--- config.mk ---
export PLATFORM = sky130hd
export DESIGN_NAME = gcu_merge
export DESIGN_NICKNAME = d
export VERILOG_FILES = /design/src/hdl/gcu_pkg.sv /design/src/hdl/gcu_merge.sv
export SDC_FILE = /design/constraint.sdc
export NUM_CORES = 1
export LEC_CHECK = 0
export BUFFER_PORTS_ARGS = -buffer_cell sky130_fd_sc_hd__buf_2
export CAP_MARGIN = 20
export CORE_UTILIZATION = 45
export CTS_BUF_LIST = sky130_fd_sc_hd__clkbuf_8
export DETAILED_ROUTE_END_ITERATION = 6
export GPL_TIMING_DRIVEN = 0
export HOLD_SLACK_MARGIN = 0.15
export PLACE_DENSITY = 0.76
export SYNTH_ARGS = -nofsm -noshare
export SYNTH_HDL_FRONTEND = slang
export SYNTH_SLANG_ARGS = --single-unit
--- constraint.sdc ---
create_clock -name clk -period 31.7 [get_ports clk]
set_clock_uncertainty 0.2 [all_clocks]
set_input_delay 6.34 -clock clk [delete_from_list [all_inputs] [get_ports clk]]
set_output_delay 6.34 -clock clk [all_outputs]
set_load 0.02 [all_outputs]
--- src/hdl/gcu_pkg.sv ---
`default_nettype none
// ----------------------------------------------------------------------------
// gcu_pkg
// Shared constants, types and the square-root step for the GrowCut cell update.
// ----------------------------------------------------------------------------
package gcu_pkg;

  localparam int LABEL_BITS = 8;
  localparam logic [7:0] LABEL_MASK = 8'((1 << LABEL_BITS) - 1);

  localparam int NLANES = 4;
  // lane pipeline: squared distance, seven root stages, reciprocal product, attack
  localparam int SQ_STAGES = 7;
  localparam int NSTG = SQ_STAGES + 3;

  localparam int D2_W = 18;
  localparam int SQ_W = 27;
  localparam int ROOT_W = 13;
  localparam int PROD_W = 40;

  localparam logic [15:0] ONE_Q15 = 16'd32768;
  // ceil(2^34 / 221): root * 32768 / 7072 == root * 1024 / 221, exact after >> 24
  localparam logic [26:0] RECIP = 27'd77736965;
  localparam int RECIP_SHIFT = 24;

  typedef struct packed {
    logic [SQ_W-1:0] v;
    logic [SQ_W-1:0] r;
  } sq_t;

  // one step of the digit-by-digit integer square root
  function automatic sq_t sq_step(input sq_t a, input int e);
    sq_t o;
    logic [SQ_W-1:0] b;
    logic [SQ_W-1:0] t;
    b = SQ_W'(1) << e;
    t = a.r + b;
    if (a.v >= t) begin
      o.v = a.v - t;
      o.r = (a.r >> 1) + b;
    end else begin
      o.v = a.v;
      o.r = a.r >> 1;
    end
    return o;
  endfunction

endpackage
`default_nettype wire

--- src/hdl/gcu_merge.sv ---
`default_nettype none
// ----------------------------------------------------------------------------
// gcu_merge
// Picks the strongest attack above the current strength, earliest lane on ties.
// ----------------------------------------------------------------------------
module gcu_merge (
  input  wire logic        clk,
  input  wire logic        ld,
  input  wire logic [7:0]  center_label,
  input  wire logic [15:0] center_strength,
  input  wire logic [15:0] attack [gcu_pkg::NLANES],
  input  wire logic        act [gcu_pkg::NLANES],
  input  wire logic [7:0]  lab [gcu_pkg::NLANES],
  output logic      [7:0]  new_label,
  output logic      [15:0] new_strength,
  output logic             changed
);
  import gcu_pkg::*;

  logic [7:0]  best_lab;
  logic [15:0] best_str;
  logic        won;

  always_comb begin
    best_lab = center_label;
    best_str = center_strength;
    won = 1'b0;
    for (int k = 0; k < NLANES; k++) begin
      if (act[k] && (attack[k] > best_str)) begin
        best_lab = lab[k];
        best_str = attack[k];
        won = 1'b1;
      end
    end
  end

  always_ff @(posedge clk) begin
    if (ld) begin
      new_label    <= best_lab;
      new_strength <= best_str;
      changed      <= won;
    end
  end

endmodule
`default_nettype wire

# Word level (Yosys, flattened, before mapping)

Cells that the tools add are included.

Register bits after elaboration: 25
Input bits: 126
Output and inout port bits: 25
Logic and storage cells: 21

Magnitude comparators: 4
Multiplexer cells: 9
Reductions and logical operators: 5

Operator list:

| operator                       | number |
|---|---|
| 16-bit greater-than comparator | 4 |
| 16-bit two-way mux             | 4 |
| 8-bit two-way mux              | 4 |
| 1-bit logical AND              | 4 |
| 3-bit OR reduction             | 1 |
| 1-bit two-way mux              | 1 |

# Depth between registers and ports, before layout

Gate-level depths: netlist of run 1.

Depth in word-level cells: 12
Gate-level depth with buffers: 46

# Worst setup path before layout of run 1

Ideal clock, no wire load.

Kind: input port to flip-flop
Start point: in center_strength[15]
End point: reg new_label[2] (data pin)
Arrival: 14.814 ns
Path slack: 16.426 ns
Cell stages on the path: 45
Path through: inv_1 -> ha_1 -> nand4_1 -> or4_4 -> o21a_1 -> nand2_1 -> buf_1 -> mux2i_1 -> ha_1 -> a21oi_1 -> o21ai_0 -> a221oi_1 -> o211a_1 -> a21oi_1 -> o211ai_1 -> or2_1 -> buf_2 -> clkbuf_1 -> [... 9 more ...] -> o311a_4 -> a21oi_4 -> buf_8 -> buf_12 -> mux2i_1 -> ha_1 -> nor2b_1 -> o21a_1 -> o21a_1 -> o21a_1 -> o21ai_0 -> nand2b_1 -> a21oi_1 -> nor2b_1 -> o21ai_0 -> a21oi_1 -> clkbuf_1 -> mux2_2

Cells in the longest elaborated chain, start to end: 12
Elaborated cells on any way between the ends: 15
Those cells by class: order compare (4); mux (7); reduce/logical (4)

Ends and longest elaborated chain:

| what                           | line            | source |
|---|---|---|
| start, declared                | gcu_merge.sv:10 | `input wire logic [15:0] center_strength,` |
| 16-bit greater-than comparator | gcu_merge.sv:29 | `if (act[k] && (attack[k] > best_str)) begin` |
| 1-bit logical AND              | gcu_merge.sv:29 |  |
| 16-bit two-way mux             | gcu_merge.sv:29 |  |
| 16-bit greater-than comparator | gcu_merge.sv:29 |  |
| 1-bit logical AND              | gcu_merge.sv:29 |  |
| 16-bit two-way mux             | gcu_merge.sv:29 |  |
| 16-bit greater-than comparator | gcu_merge.sv:29 |  |
| 1-bit logical AND              | gcu_merge.sv:29 |  |
| 16-bit two-way mux             | gcu_merge.sv:29 |  |
| 16-bit greater-than comparator | gcu_merge.sv:29 |  |
| 1-bit logical AND              | gcu_merge.sv:29 |  |
| 8-bit two-way mux (*)          | gcu_merge.sv:29 |  |
| via best_lab[2]                | gcu_merge.sv:20 | `logic [7:0] best_lab;` |
| end signal, assigned           | gcu_merge.sv:39 | `new_label <= best_lab;` |
| end, declared                  | gcu_merge.sv:14 | `output logic [7:0] new_label,` |

Mark *: on every way through the listed nets, which the timed path passes. The rest lies on a longest branch.
A chain may end at the register's enable or synchronous reset.

# Final worst setup path of run 1

Start point: in center_strength[15]
End point: reg new_label[6] (data pin)

Same word-level chain as after synthesis.

==> results.cfg, run 1 <==
[clock_tree]
cts_resized = 0
cts_hold_buf = 0
cts_setup_buffers = 0
cts_tree = yes
htree_num_levels = 1
cts.path.max_buffers = 2
clkSinkCount = 25
cts_buffers = 3
clk_pin_slew_ns = 0.08
root_buffer = clkbuf_8

[floorplanning]
design.die.area_sq_um = 8364
num_rows = 32
die_x_um = 91.46
start_util_pct = 46.60
io-pin-count = 151
core_area_sq_um = 7727
die_h_um = 91.46

[setup_path]
cp-start-kind = input pin
max_stage_delay_ns = 0.61
path_class = in -> reg
crit_slowest_cell = buf_1
cpMostUsedCell = o21ai_0
cp.required_ns = 31.52
cp.arrival_ns = 16.87
worst_setup_path_end_kind = flip-flop
cp_max_fo = 10

[detailed_routing]
wl_per_cell_um = 13.82
first_pass_iters = 5
vias = 3561
avgViaCountPerCell = 5.395
drc_errors = 0
totalWireLength_um = 9121
dr.first_iter.drc_count = 132
ant_nets = 0

[power]
power.share.combinational_pct = 60.5
powerDensity_nw_per_um2 = 36.14
p_int_mw = 0.09897
total_power_mw = 0.1633
switching_share_pct = 39.40
p_leak_nw = 2.312
pwr-share-seq_pct = 28.7
power_switching_mw = 0.06435
ir_drop_mv = 0.01751
clkPwrFrac_pct = 10.8

[synthesis]
ys_ff_latch = 25
post_synth_num_cell_types = 45
yosys-top-cells-area = ha_1, edfxtp_1, mux2i_1
synth_compound_area_share_pct = 17.16
postSynthCellCount = 405
synth_top_area_cell = ha_1
synthXorXnorAreaFrac_pct = 0
async_flop_share_pct = 0
synth.avg_cell_area_sq_um = 8.891
synth_top_area_share_pct = 21.54
synth.area.mux_share_pct = 20.12
synth_edf_count = 25
yosysSeqAreaShare_pct = 20.85
synthAdderAreaFrac_pct = 21.54
synth-simple-area-share_pct = 12.93
synthesis.nets = 593
synth_top_family_by_area = adder cells
yosysWarnings = 0
synth_area_sq_um = 3601
synth_top_flop_cell = edfxtp_1

[timing]
hold_viol_final = 0
slew_violations = 0
min_period_ns = 17.05
fin_ws_ns = 14.65
post-route-period-util_pct = 53.78
rsz0062_at_grt = false
setup_viol = 0
timing.fmax_mhz = 58.66
max_slew_margin_pct = 50.44
worst_pin_slew_ns = 0.7434
holdWs_ns = 6.171
tns_ns = 0

[grt]
grt_use_total_pct = 21.19
grt-ovfl-total = 0
grt_pass1_wl_um = 14460
grt_pass1_vias = 3307
grt_start_max_net_pins = 26
antenna_found_initial = 0

[placement]
placedCellCount = 656
dpl_cell_area_sq_um = 4474
port_buffers = 149
dp_hpwl_um = 8020
dp_slack_ns = 14.53
gp_congestion = 0.8925

[hold_path]
holdCritPathClass = in -> reg

[layout]
drive_above_1_share_pct = 32.44
n_antenna_cell = 0
multi_input_area_sq_um = 2584
postLayoutCellArea_sq_um = 4519
utilization_pct = 58.48
fillers = 705
area_delta_synth_final_pct = 25.50
nNetsFinal = 747
final_cells = 660
seq_area_sq_um = 750.7

[outcome]
outcome = finished, final reports clean

[job]
drv_cap = 0
-- layout make-up --
class | count | share of cell area, %
clock inverters | 1 | 0.08306
well taps | 102 | 2.824
multi-input cells | 317 | 57.17
inverters | 50 | 4.153
flip-flops and latches | 25 | 16.61
clock buffers | 3 | 0.9136
repair buffers | 149 | 16.50
plain buffers | 13 | 1.744
-- path summary, 6_finish.rpt --
path	depth (start not counted)	slack, ns	startpoint	to
hold / removal	2	6.17	lab[5]	new_label[5]
setup / recovery	45	14.65	center_strength[15]	new_label[6]
-- logic make-up after synthesis --
| family | count (synthesis) |
|---|---|
| flip-flops | 25 |
| adder cells (fa/ha/maj) | 62 |
| multiplexers | 69 |
| buffers and inverters | 63 |
| AO/OA/AOI/OAI | 101 |
| AND/OR/NAND/NOR | 85 |
-- synth_stat cells (2+ instances only) --
cell	number
nor2b_1	8
or4_4	2
nand3_1	5
nor3_1	3
nor2_1	11
buf_2	2
nand2b_1	6
mux2_2	15
mux2_4	3
o21a_1	4
o22ai_1	2
clkbuf_1	8
a211o_1	2
o21ai_0	49
and4_1	3
mux2i_1	51
o211ai_1	4
a21oi_1	24
nand2_1	23
a21o_1	5
edfxtp_1	25
inv_1	50
ha_1	62
nand4_1	14
and2_1	4
-- worst max-delay path: cells and delay by family --
kind,cells,cell delay (ns)
mux,3,0.94
simple gates,6,1.29
compound gates,24,4.67
fa+ha+maj,4,1.20
buf+inv,8,2.40
-- state kept, by name, summed over array words and instances (netlist names) --
register,cells
changed,1
new_label,8
new_strength,16
-- power by group through the flow --
stage | clock network (mW) | logic [mW] | registers [mW]
after floorplan | 0 | 0.0593 | 0.0570
after global placement | 0 | 0.0948 | 0.0475
after detailed placement | 0 | 0.0983 | 0.0477
after CTS | 0.0175 | 0.0988 | 0.0470
after global routing | 0.0187 | 0.110 | 0.0475
final | 0.0176 | 0.0989 | 0.0469
-- routing by layer --
layer,vias up,track usage [%],share of wire (%)
met5,-,0,0
met4,0,5.688,1.4
met3,13,2.010,5.5
met2,131,37.41,48
met1,1611,27.38,45
li1,1806,-,-
-- cell usage in the layout (no fill, tap or decap), types with 11 or more instances in the layout --
master and count:
ha_1 62, nand2_1 23, o21ai_0 49, edfxtp_1 25
buf_2 151, mux2_2 15, a21oi_1 24, nor2_1 11
nand4_1 14, mux2i_1 51, inv_1 51
(Power assumes the default switching activity.)
==> run 2, diff against run 1 <==
--- a/config.mk
+++ b/config.mk
@@ -12,7 +12,7 @@
 export DETAILED_ROUTE_END_ITERATION = 6
 export GPL_TIMING_DRIVEN = 0
 export HOLD_SLACK_MARGIN = 0.15
-export PLACE_DENSITY = 0.76
+export PLACE_DENSITY = 0.79
 export SYNTH_ARGS = -nofsm -noshare
 export SYNTH_HDL_FRONTEND = slang
 export SYNTH_SLANG_ARGS = --single-unit
==> constraint.sdc (replaced) <==
create_clock -name clk -period 14.2 [get_ports clk]
set_clock_uncertainty 0.2 [all_clocks]
set_input_delay 2.84 -clock clk [delete_from_list [all_inputs] [get_ports clk]]
set_output_delay 2.84 -clock clk [all_outputs]
set_load 0.02 [all_outputs]
==> results.cfg, run 2 (synthesis results as in run 1) <==
[outcome]
outcome = finished, final reports clean

[timing]
fin_ws_ns = 1.015
rsz0062_at_grt = false
hold_viol_final = 0
setup_viol = 0
post-route-period-util_pct = 92.85
worst_pin_slew_ns = 0.7394
timing.fmax_mhz = 75.84
min_period_ns = 13.19
slew_violations = 0
max_slew_margin_pct = 50.70
tns_ns = 0

[floorplanning]
core_area_sq_um = 7727
die_h_um = 91.46
io-pin-count = 151
start_util_pct = 46.60
num_rows = 32
die_x_um = 91.46
design.die.area_sq_um = 8364

[detailed_routing]
avgViaCountPerCell = 5.329
dr.first_iter.drc_count = 122
wl_met3_um = 512
first_pass_iters = 4
totalWireLength_um = 9197
vias = 3517
ant_nets = 0
dr_wl_met2_um = 4545
maxUsedRoutingLayer = met4
met1_length_um = 4074
drc_errors = 0
wl_per_cell_um = 13.93

[grt]
grt_start_max_net_pins = 26
grt-ovfl-total = 0
antenna_found_initial = 0
grt_pass1_vias = 3298
grt_pass1_wl_um = 14650
grt_use_total_pct = 21.39

[clock_tree]
clkSinkCount = 25
cts.path.max_buffers = 2
cts_setup_buffers = 0
htree_num_levels = 1
cts_tree = yes
cts_hold_buf = 0
clk_pin_slew_ns = 0.09
root_buffer = clkbuf_8
cts_resized = 0
cts_buffers = 3

[layout]
n_antenna_cell = 0
area_delta_synth_final_pct = 25.57
mostFrequentLayoutCells = buf_2, ha_1, mux2i_1
nNetsFinal = 747
layout_commonest_cell = buf_2
top_regs = new_strength x16, new_label x8, changed x1
drive_above_1_share_pct = 32.80
largest_reg_flops = 16
top_register = new_strength

[setup_path]
cp-start-kind = input pin
cpMostUsedCell = o21ai_0
max_stage_delay_ns = 0.63
cp.arrival_ns = 13.01
path_class = in -> reg
crit_slowest_cell = a2111oi_0
cp.required_ns = 14.03
worst_setup_path_end_kind = flip-flop
cp_max_fo = 10

[placement]
port_buffers = 149
dp_hpwl_um = 8177
gp_congestion = 0.8460
dp_slack_ns = 0.4975

[power]
powerDensity_nw_per_um2 = 80.97
ir_drop_mv = 0.04092
p_leak_nw = 2.313

[hold_path]
holdCritPathClass = in -> reg
min_path_cells = 2

[job]
drv_cap = 0
==> run 2: cell count changes in the layout (fill, tap and decap cells not counted) <==
cell / change
buf_1: -1
clkbuf_2: +1
clkinv_2: +1
inv_1: -1
==> run 2: final cells by class <==
class	instances	area, sq um
Clock inverter	1	5.005
Multi-Input combinational cell	317	2584
Clock buffer	3	41.29
Sequential cell	25	750.7
Buffer	13	80.08
Fill cell	687	3206
Tap cell	102	127.6
Inverter	50	187.7
Timing Repair Buffer	149	745.7
==> run 2: critical path: cells and delay by family <==
family                   cells  cell delay (ns)
AND/OR/NAND/NOR              7             1.38
multiplexers                 3             0.88
buffers and inverters        8             2.11
adder cells (fa/ha/maj)      4             1.18
AO/OA/AOI/OAI               24             4.59
==> run 2: final timing paths <==
| path | from | to | slack, ns |
|---|---|---|---|
| setup / recovery | center_strength[13] | new_label[4] | 1.01 |
| hold / removal | lab[7] | new_label[7] | 2.67 |
==> run 2: power by group <==
part	switching, mW	internal [mW]
clock network	0.0206	0.0196
registers	0.00282	0.102
logic	0.122	0.0997
total	0.145	0.221
==> run 2: layer usage <==
metal,global-route usage [%],vias up
met3,1.424,7
met1,27.09,1576
met2,39.60,126
li1,-,1808
met4,4.233,0
met5,0,-
==> run 2: per-stage QoR <==
step	power [mW]	instances	util, %	cell area (sq um)	hold slack, ns
after global routing	0.3940	660	58.52	4522	2.680
final	0.3661	660	58.52	4522	2.674
after floorplan	0.2595	405	-	3601	2.753
after global placement	0.3180	656	57.90	4474	2.946
after CTS	0.3661	660	58.50	4521	2.680
after detailed placement	0.3270	656	57.90	4474	2.952
