===== src/hdl/gcu_pkg.sv =====
`default_nettype none
// ----------------------------------------------------------------------------
// gcu_pkg
// Shared constants, types and the square-root step for the GrowCut cell update.
// ----------------------------------------------------------------------------
package gcu_pkg;

  localparam int LABEL_BITS = 8;
  localparam logic [7:0] LABEL_MASK = 8'((1 << LABEL_BITS) - 1);

  localparam int NLANES = 4;
  // lane pipeline: squared distance, seven root stages, reciprocal product, attack
  localparam int SQ_STAGES = 7;
  localparam int NSTG = SQ_STAGES + 3;

  localparam int D2_W = 18;
  localparam int SQ_W = 27;
  localparam int ROOT_W = 13;
  localparam int PROD_W = 40;

  localparam logic [15:0] ONE_Q15 = 16'd32768;
  // ceil(2^34 / 221): root * 32768 / 7072 == root * 1024 / 221, exact after >> 24
  localparam logic [26:0] RECIP = 27'd77736965;
  localparam int RECIP_SHIFT = 24;

  typedef struct packed {
    logic [SQ_W-1:0] v;
    logic [SQ_W-1:0] r;
  } sq_t;

  // one step of the digit-by-digit integer square root
  function automatic sq_t sq_step(input sq_t a, input int e);
    sq_t o;
    logic [SQ_W-1:0] b;
    logic [SQ_W-1:0] t;
    b = SQ_W'(1) << e;
    t = a.r + b;
    if (a.v >= t) begin
      o.v = a.v - t;
      o.r = (a.r >> 1) + b;
    end else begin
      o.v = a.v;
      o.r = a.r >> 1;
    end
    return o;
  endfunction

endpackage
`default_nettype wire


===== src/hdl/gcu_lane.sv =====
`default_nettype none
// ----------------------------------------------------------------------------
// gcu_lane
// Attack force of one neighbor: color distance, root, similarity, scaling.
// ----------------------------------------------------------------------------
module gcu_lane (
  input  wire logic                     clk,
  input  wire logic [gcu_pkg::NSTG-1:0] ld,
  input  wire logic [23:0]              center_color,
  input  wire logic [7:0]               center_label,
  input  wire logic [47:0]              nbr,
  input  wire logic                     cell_ok,
  output logic      [15:0]              attack,
  output logic                          act,
  output logic      [7:0]               lab
);
  import gcu_pkg::*;

  logic [7:0]  ad [3];
  logic [15:0] sqr [3];
  logic [D2_W-1:0] d2;
  sq_t sq [SQ_STAGES];
  logic [PROD_W-1:0] prod;
  logic [PROD_W-1:0] prod_c;
  logic [15:0] q;
  logic [15:0] g;
  logic [31:0] gm;

  logic [7:0]  lab_p [NSTG];
  logic [15:0] str_p [NSTG];
  logic        act_p [NSTG];

  always_comb begin
    for (int c = 0; c < 3; c++) begin
      if (center_color[8*c +: 8] >= nbr[8*c +: 8]) begin
        ad[c] = center_color[8*c +: 8] - nbr[8*c +: 8];
      end else begin
        ad[c] = nbr[8*c +: 8] - center_color[8*c +: 8];
      end
      sqr[c] = ad[c] * ad[c];
    end
  end

  always_ff @(posedge clk) begin
    if (ld[0]) begin
      d2 <= D2_W'(sqr[0]) + D2_W'(sqr[1]) + D2_W'(sqr[2]);
      lab_p[0] <= nbr[31:24];
      str_p[0] <= nbr[47:32];
      act_p[0] <= cell_ok && ((nbr[31:24] & LABEL_MASK) != (center_label & LABEL_MASK));
    end
  end

  for (genvar i = 1; i < NSTG; i++) begin : g_side
    always_ff @(posedge clk) begin
      if (ld[i]) begin
        lab_p[i] <= lab_p[i-1];
        str_p[i] <= str_p[i-1];
        act_p[i] <= act_p[i-1];
      end
    end
  end

  // two root bits per stage, the last stage takes one
  for (genvar j = 0; j < SQ_STAGES; j++) begin : g_sq
    sq_t si;
    sq_t s1;
    sq_t s2;
    if (j == 0) begin : g_first
      assign si.v = SQ_W'({d2, 8'd0});
      assign si.r = '0;
    end else begin : g_next
      assign si = sq[j-1];
    end
    assign s1 = sq_step(si, 24 - 4*j);
    if (j < SQ_STAGES - 1) begin : g_two
      assign s2 = sq_step(s1, 22 - 4*j);
    end else begin : g_one
      assign s2 = s1;
    end
    always_ff @(posedge clk) begin
      if (ld[j+1]) begin
        sq[j] <= s2;
      end
    end
  end

  assign prod_c = sq[SQ_STAGES-1].r[ROOT_W-1:0] * RECIP;

  always_ff @(posedge clk) begin
    if (ld[SQ_STAGES+1]) begin
      prod <= prod_c;
    end
  end

  assign q  = prod[RECIP_SHIFT +: 16];
  assign g  = (q > ONE_Q15) ? 16'd0 : ONE_Q15 - q;
  assign gm = g * str_p[SQ_STAGES+1];

  always_ff @(posedge clk) begin
    if (ld[SQ_STAGES+2]) begin
      attack <= gm[30:15];
    end
  end

  assign act = act_p[NSTG-1];
  assign lab = lab_p[NSTG-1];

endmodule
`default_nettype wire


===== config.mk =====
export PLATFORM = sky130hd
export DESIGN_NAME = gcu_lane
export DESIGN_NICKNAME = d
export VERILOG_FILES = /design/src/hdl/gcu_pkg.sv /design/src/hdl/gcu_lane.sv
export SDC_FILE = /design/constraint.sdc
export NUM_CORES = 2
export LEC_CHECK = 0
export BUFFER_PORTS_ARGS = -buffer_cell sky130_fd_sc_hd__buf_2
export CAP_MARGIN = 15
export CORE_ASPECT_RATIO = 0.8
export CORE_MARGIN = 2
export CORE_UTILIZATION = 58
export DETAILED_ROUTE_END_ITERATION = 8
export PLACE_DENSITY = 0.78
export SYNTH_ARGS = -nofsm -noshare
export SYNTH_HDL_FRONTEND = slang
export SYNTH_SLANG_ARGS = --single-unit

===== constraint.sdc =====
create_clock -name clk -period 9.7 [get_ports clk]
set_input_delay 1.94 -clock clk [delete_from_list [all_inputs] [get_ports clk]]
set_output_delay 1.94 -clock clk [all_outputs]
set_load 0.03 [all_outputs]

# Word-level counts from Yosys, hierarchy flattened
# Memories as Yosys holds them, arrays and structs flattened.
# Cells that the tools add are included.
word_totals:
  inputBits: 92
  register_bits: 74
  output_inout_bits: 25
  n_memories: 4
  ramBits: 628
  elab_cells: 114
op_classes:
  eq_ne: 1
  mux: 37
  n_addsub: 46
  multipliers: 5
  reduce_logical: 1
  magnitude_cmp: 17
memory_table:
  columns: ["name", "depth", "width", "rd", "rd_ports_with_merged_regs", "wr", "line_no", "rtl"]
  rows:
  - ["sq", 7, 54, 7, 0, 7, "gcu_lane.sv:22", "sq_t sq [SQ_STAGES];"]
  - ["str_p", 10, 16, 9, 0, 10, "gcu_lane.sv:30", "logic [15:0] str_p [NSTG];"]
  - ["lab_p", 10, 8, 10, 0, 10, "gcu_lane.sv:29", "logic [7:0] lab_p [NSTG];"]
  - ["act_p", 10, 1, 10, 0, 10, "gcu_lane.sv:31", "logic act_p [NSTG];"]
ops:
  columns: ["op", "count"]
  rows:
  - ["54-bit 2-to-1 mux", 13]
  - ["27-bit >= comparator", 12]
  - ["27-bit subtractor", 12]
  - ["8-bit by 8-bit multiplier with 16-bit output", 3]
  - ["8-bit subtractor", 6]
  - ["13-bit by 27-bit multiplier with 40-bit output (second input constant)", 1]
  - ["16-bit by 16-bit multiplier with 31-bit output", 1]
  - ["26-bit by 1-bit adder with 27-bit output (second input constant)", 1]
  - ["26-bit by 11-bit adder with 27-bit output (second input constant)", 1]
  - ["26-bit by 13-bit adder with 27-bit output (second input constant)", 1]
  - ["26-bit by 15-bit adder with 27-bit output (second input constant)", 1]
  - ["26-bit by 17-bit adder with 27-bit output (second input constant)", 1]
  - ["26-bit by 19-bit adder with 27-bit output (second input constant)", 1]
  - ["26-bit by 21-bit adder with 27-bit output (second input constant)", 1]
  - ["26-bit by 23-bit adder with 27-bit output (second input constant)", 1]
  - ["26-bit by 3-bit adder with 27-bit output (second input constant)", 1]
  - ["26-bit by 5-bit adder with 27-bit output (second input constant)", 1]
  - ["26-bit by 7-bit adder with 27-bit output (second input constant)", 1]
  - ["26-bit by 9-bit adder with 27-bit output (second input constant)", 1]
  - ["27-bit by 1-bit adder with 27-bit output (second input constant)", 1]
  - ["27-bit by 11-bit adder with 27-bit output (second input constant)", 1]
  - ["27-bit by 13-bit adder with 27-bit output (second input constant)", 1]
  - ["27-bit by 15-bit adder with 27-bit output (second input constant)", 1]
  - ["27-bit by 17-bit adder with 27-bit output (second input constant)", 1]
  - ["19 further kinds", 42]

# Logic depth before layout (Yosys ltp)
# An unclocked memory read counts as a cell.
logic_depth:
  word_depth: 7
  mapped_depth: 37
  depth_no_buf: 35

# Worst setup path after synthesis
# No wires, ideal clock.
synth_timing:
  path_type: "input -> register"
  startpoint: "in center_color[16]"
  endpoint: "reg d2[17], data pin"
  required_time_ns: 9.442
  n_path_buf: 1
  path_stages: 34
  arrival_ns: 10.112
  setup_time_ns: 0.258
  setup_slack_ns: -0.670
  cell_sequence: "inv_1 ha_1 inv_1 fa_1 a21o_1 a2111oi_2 nor3_1 nor2_2 a2111oi_0 a31oi_1 nand2_1 a21oi_1 xnor2_1 clkbuf_1 or2_2 fa_1 fa_1 fa_1 inv_1 fa_1 inv_1 fa_1 fa_1 fa_1 inv_1 ha_1 a21boi_0 o21ai_0 a21oi_1 o2111ai_1 a31oi_1 a21o_1 a21oi_1 xnor2_1"
synth_between:
  elab_chain_cells: 4
  word_cells_on_any_way: 6
  cone_classes: "3 x add/sub; 1 x mul; 1 x order compare; 1 x mux"
synth_lines:
  columns: ["element", "line_no", "rtl"]
  rows:
  - ["start: declaration", "gcu_lane.sv:9", "input wire logic [23:0] center_color,"]
  - ["8-bit subtractor, or another cell as far along", "gcu_lane.sv:38", "ad[c] = nbr[8*c +: 8] - center_color[8*c +: 8];"]
  - ["8-bit 2-to-1 mux *", "gcu_lane.sv:35", "if (center_color[8*c +: 8] >= nbr[8*c +: 8]) begin"]
  - ["8-bit by 8-bit multiplier with 16-bit output *", "gcu_lane.sv:40", "sqr[c] = ad[c] * ad[c];"]
  - ["17-bit by 16-bit adder with 18-bit output *", "gcu_lane.sv:46", "d2 <= D2_W'(sqr[0]) + D2_W'(sqr[1]) + D2_W'(sqr[2]);"]
  - ["end signal: assignment", "gcu_lane.sv:46", null]
  - ["end: declaration", "gcu_lane.sv:21", "logic [D2_W-1:0] d2;"]
# Every way passes the cells marked *; elsewhere a longest branch is shown, timed or not.
# A chain may end at the register's enable or synchronous reset.

# Final worst setup path
layout_timing:
  startpoint: "in center_color[0]"
  endpoint: "reg d2[17], data pin"
layout_between:
  elab_chain_cells: 5
  word_cells_on_any_way: 7
  cone_classes: "4 x add/sub; 1 x mul; 1 x order compare; 1 x mux"
layout_lines:
  columns: ["element", "line_no"]
  rows:
  - ["8-bit subtractor, or another cell as far along", "gcu_lane.sv:38"]
  - ["8-bit 2-to-1 mux *", "gcu_lane.sv:35"]
  - ["8-bit by 8-bit multiplier with 16-bit output *", "gcu_lane.sv:40"]
  - ["16-bit by 16-bit adder with 17-bit output *", "gcu_lane.sv:46"]
  - ["17-bit by 16-bit adder with 18-bit output *", "gcu_lane.sv:46"]
# Marked as above.

==> impl.org <==
** Timing
- Minimum period implied by the final worst setup slack :: 9.68 ns
- Final hold viol count :: 0
- Setup violations remaining at the end of the flow were counted as 0.
- Across the routed clock network, the largest skew measured is approximately 0.032 ns.
- The worst path uses 99.8% of the clock period.
- Final worst-path setup slack :: 0.0162 ns
- Final number of max-transition violations :: 0
- Headroom to the max-slew limit came out at 26.0%.
- Final hold analysis gives a worst-case slack of 0.412 ns.
- For the pin with the worst max-slew slack, the measured transition is between 1 and 1.5 ns.
- Setup repair after global routing could not meet its margin everywhere.
- Based on the critical path, the design can be clocked at up to approximately 0.10 GHz.

** Synthesis
- Number of flops mapped to enable cells by yosys :: ~460
- Yosys top cell by area :: sky130_fd_sc_hd__edfxtp_1
- The synthesized design contains about 460 register bits.
- After synthesis, the largest area contributor takes up between 30% and 40% of total cell area.
- In the synthesized netlist, the number of instances is approximately 3600.
- Ranked by total cell area, the synthesized netlist is headed by sky130_fd_sc_hd__edfxtp_1 35%, sky130_fd_sc_hd__fa_1 19%, sky130_fd_sc_hd__ha_1 14%, sky130_fd_sc_hd__inv_1 6.4%, sky130_fd_sc_hd__xnor2_1 2.9%.
- Among all flip-flop cells after synthesis, the most frequent one is sky130_fd_sc_hd__edfxtp_1.
- Proportion of synthesized chip area in sequential cells :: a little over a third
- Total of warnings raised by yosys :: 0
- Asr flop ratio synth :: 0%
- Total standard cell area after synthesis :: ~39000 µm²
- Syn avg cell area :: 10.9 µm²
- The number of different library cells used by synthesis comes to 91.
- Counting every net in the synthesized netlist gives between 4000 and 5000.

** Clock network
- Number of levels the H-tree was split into :: 2
- Number of hold buffers added after cts :: 0
- Clock-pin slew of the registers on the worst-case setup and hold paths :: around 0.070 ns
- Clock tree from TritonCTS :: yes
- Clock latency on the worst-skew pair, taken at its later pin, is 0.57 ns.
- Bufs on Longest Clock Path :: 3
- The cell sitting at the root of the clock tree is a sky130_fd_sc_hd__clkbuf_16.
- Buffers inserted during clock tree synthesis total 42.
- The clock drives around 460 sinks.

** Floorplan
- Die Y-Extent :: approximately 240 µm
- The initial utilization of the core area, before any placement, comes to roughly 59%.
- Die Width :: between 200 and 300 µm
- The floorplan step defined a die boundary enclosing between 70000 and 80000 µm².
- Count of standard-cell rows :: 85
- The core region is approximately 67000 µm².
- about 120 I/O pins were placed.

** Setup path
- Crit path kind :: in -> reg
- Data on the critical path arrives at its endpoint at ~10 ns.
- For this design, the slowest cell found on the critical path is sky130_fd_sc_hd__fa_1.
- Setup crit end kind :: register
- Peak per-stage delay on the critical path :: 0.60 ns
- The startpoint identified for the worst register-to-register timing path is prod[26].
- In this run the worst path has a maximum fanout of 8.
- STA puts the critical path data required time at about 10 ns.
- The worst register-to-register path ends at attack[13].
- Most prevalent standard cell on the critical path :: sky130_fd_sc_hd__fa_1
- Depth of the worst register-to-register path :: 29
- Register-to-Register Setup Slack :: ~1.1 ns
- The worst setup path is launched from an input pin.

** Global routing
- Grt total ovfl :: 0
- The first global-routing pass estimated 137000 µm of wire.
- The layer flagged by global routing as most heavily used is met2.
- Met2 Resource Use GR :: 39.3%
- Largest net degree at the start of global routing :: 62
- Initial antenna violation count :: 0
- Global routing used between 3 and 4% of the available met3 tracks.
- Tot GR Track Use :: about a quarter
- Vias in the first global route :: 27400
- Met1 Resource Use GR :: between 30% and 40%

** Layout
- Growth of design area from synthesis to finish :: 11.7%
- Non-filler cells in the finished layout :: between 4000 and 5000
- Ratio of cells with drive above 1 in the final layout :: 12.7%
- Antenna diode count :: 0
- NumNets Final :: between 4000 and 5000

** Status
- The flow ran to the end, and the final reports show no timing, DRC or antenna violations.

** Drt
- After detailed routing, the total wire length is between 80000 and 90000 µm.
- DRC marker count from the first detailed-route iteration :: about 1900
- Vias after detailed routing :: between 20000 and 30000
- After detailed routing, the number of vias per cell comes to approximately 5.5.
- For this run, the detailed router's first-pass iteration total came to 6.
- Average routed wire per standard cell :: approximately 17 µm
- Once detail routing completed, the nets flagged for antenna violations numbered 0.
- In the routed design, unresolved DRC markers number 0.

** Hold path
- The path class of the tightest hold or removal check is reg -> reg.
- For hold timing, the worst endpoint is act_p[2].
- Worst hold stages :: 0
- Worst hold start :: act_p[1]

** Place
- The number of placed instances, taps included, is 4771.
- Worst slack at placement :: -0.669 ns
- Port buffering added around 120 buffers.
- At the end of routability-driven placement, the weighted congestion stood at ~0.9.
- Detailed Place HPWL :: between 60000 and 70000 µm

** Flow run
- Max-cap violations in this run came to 0.
==> state kept, by name, summed over array words and instances, names as in the netlist <==
register  cells
sq          175
str_p       144
lab_p        80
d2           18
attack       16
prod         16
act_p        10
==> cells in the final DEF (no fill, tap or decap), types with 23 or more instances in the layout <==
cell	instances
sky130_fd_sc_hd__xor2_1	60
sky130_fd_sc_hd__o21a_1	32
sky130_fd_sc_hd__buf_2	115
sky130_fd_sc_hd__nor4_1	29
sky130_fd_sc_hd__clkbuf_16	42
sky130_fd_sc_hd__nand3_1	35
sky130_fd_sc_hd__nand2_1	268
sky130_fd_sc_hd__nand2b_1	25
sky130_fd_sc_hd__fa_1	372
sky130_fd_sc_hd__xnor2_1	124
sky130_fd_sc_hd__nor2b_1	26
sky130_fd_sc_hd__edfxtp_1	459
sky130_fd_sc_hd__a21o_1	41
sky130_fd_sc_hd__inv_1	663
sky130_fd_sc_hd__mux2i_1	23
sky130_fd_sc_hd__or2_2	28
sky130_fd_sc_hd__buf_4	191
sky130_fd_sc_hd__nor2_1	204
sky130_fd_sc_hd__o21ai_0	86
sky130_fd_sc_hd__ha_1	435
sky130_fd_sc_hd__and3_1	28
sky130_fd_sc_hd__and2_1	106
sky130_fd_sc_hd__nor3_1	58
sky130_fd_sc_hd__a21oi_1	127
==> Yosys cell counts (4+ instances only) <==
library cell / count
sky130_fd_sc_hd__a21boi_0: 11
sky130_fd_sc_hd__and4_1: 10
sky130_fd_sc_hd__o31ai_1: 13
sky130_fd_sc_hd__buf_6: 4
sky130_fd_sc_hd__a2111oi_0: 6
sky130_fd_sc_hd__a31oi_1: 17
sky130_fd_sc_hd__nor3_1: 59
sky130_fd_sc_hd__buf_2: 4
sky130_fd_sc_hd__nor4_1: 29
sky130_fd_sc_hd__clkbuf_1: 52
sky130_fd_sc_hd__and3_1: 28
sky130_fd_sc_hd__o2111ai_1: 4
sky130_fd_sc_hd__or4_1: 7
sky130_fd_sc_hd__o21bai_1: 20
sky130_fd_sc_hd__or2_2: 29
sky130_fd_sc_hd__nand2_1: 270
sky130_fd_sc_hd__a21o_1: 41
sky130_fd_sc_hd__mux2_2: 13
sky130_fd_sc_hd__o31a_1: 6
sky130_fd_sc_hd__nor3b_1: 6
sky130_fd_sc_hd__a211oi_1: 19
sky130_fd_sc_hd__nand2b_1: 28
sky130_fd_sc_hd__edfxtp_1: 459
sky130_fd_sc_hd__nand4_1: 20
sky130_fd_sc_hd__ha_1: 441
sky130_fd_sc_hd__o211ai_1: 13
sky130_fd_sc_hd__nand4b_1: 4
sky130_fd_sc_hd__nor2_1: 208
sky130_fd_sc_hd__a21oi_1: 133
sky130_fd_sc_hd__mux2_4: 7
sky130_fd_sc_hd__inv_1: 669
sky130_fd_sc_hd__or3_1: 20
sky130_fd_sc_hd__o21a_1: 32
sky130_fd_sc_hd__nand3_1: 36
sky130_fd_sc_hd__fa_1: 379
sky130_fd_sc_hd__o22ai_1: 6
sky130_fd_sc_hd__nand3b_1: 8
sky130_fd_sc_hd__xnor2_1: 129
sky130_fd_sc_hd__o41ai_1: 4
sky130_fd_sc_hd__mux2i_1: 23
sky130_fd_sc_hd__a211o_1: 8
sky130_fd_sc_hd__xor2_1: 61
sky130_fd_sc_hd__o21ai_0: 91
sky130_fd_sc_hd__nor2b_1: 27
sky130_fd_sc_hd__and2_1: 106
==> worst max-delay path: cells and delay by family <==
kind / cells / cell delay (ns)
adder cells (fa/ha/maj): 10 / 4.36
AND/OR/NAND/NOR: 4 / 0.52
XOR/XNOR: 2 / 0.27
buffers and inverters: 5 / 0.26
multiplexers: 1 / 0.15
AO/OA/AOI/OAI: 13 / 2.50
==> layout make-up <==
type | count | area, µm²
Clock buffer | 48 | 1070
Clock inverter | 26 | 304
Fill cell | 5049 | 23200
Inverter | 671 | 2520
Multi-Input combinational cell | 2433 | 23200
Sequential cell | 459 | 13800
Tap cell | 913 | 1140
Timing Repair Buffer | 307 | 2020
==> how the worst max path moves through the flow <==
stage | slack [ns] | start | end | cells past startpoint
6_report | 0.02 | center_color[0] | d2[17] | 35
5_1_grt | -0.28 | center_color[8] | d2[16] | 34
4_1_cts | 0.01 | center_color[8] | d2[16] | 35
3_5_place_dp | -0.67 | center_color[0] | d2[17] | 35
3_3_place_gp | -0.52 | center_color[8] | d2[17] | 33
2_1_floorplan | -0.04 | center_color[0] | d2[17] | 36
==> timing repair <==
action / 4_1_cts / 5_1_grt
endpoints found under the setup margin: 2 / 7
pin swaps: 2 / 40
gates resized for setup: 4 / 42
setup buffers: 1 / 11
==> stage by stage <==
step           area [µm²]  setup TNS, ns  util (%)
4_1_cts             43800              0      65.1
5_1_grt             44000         -0.637      65.5
3_5_place_dp        42400          -3.51      63.0
6_report            44000              0      65.5
2_1_floorplan       39600        -0.0415         -
3_3_place_gp        42400          -2.47      63.0
==> per-layer routing <==
layer / vias to the layer above / share of wire, % / wire, µm
li1: 12700 / - / -
met1: 12900 / 46 / 37400
met2: 904 / 46 / 38100
met3: 107 / 6.5 / 5320
met4: 0 / 1.6 / 1350
met5: - / 0 / 0
==> cell families (layout without fill, tap and decap cells) <==
family / count (synthesis) / count (layout) / synth area share [%]
and+or+nand+nor: 912 / 912 / 11.5
adders and majority gates: 820 / 820 / 33.3
buffers and inverters: 735 / 1052 / 7.10
AOI/OAI and AO/OA: 467 / 467 / 7.71
DFF: 459 / 459 / 35.0
xor gates and xnor gates: 190 / 190 / 4.22
muxes: 44 / 44 / 1.25
Power is not shown: default switching activity piles up to over one toggle a cycle in this logic, so the estimate is an artifact.
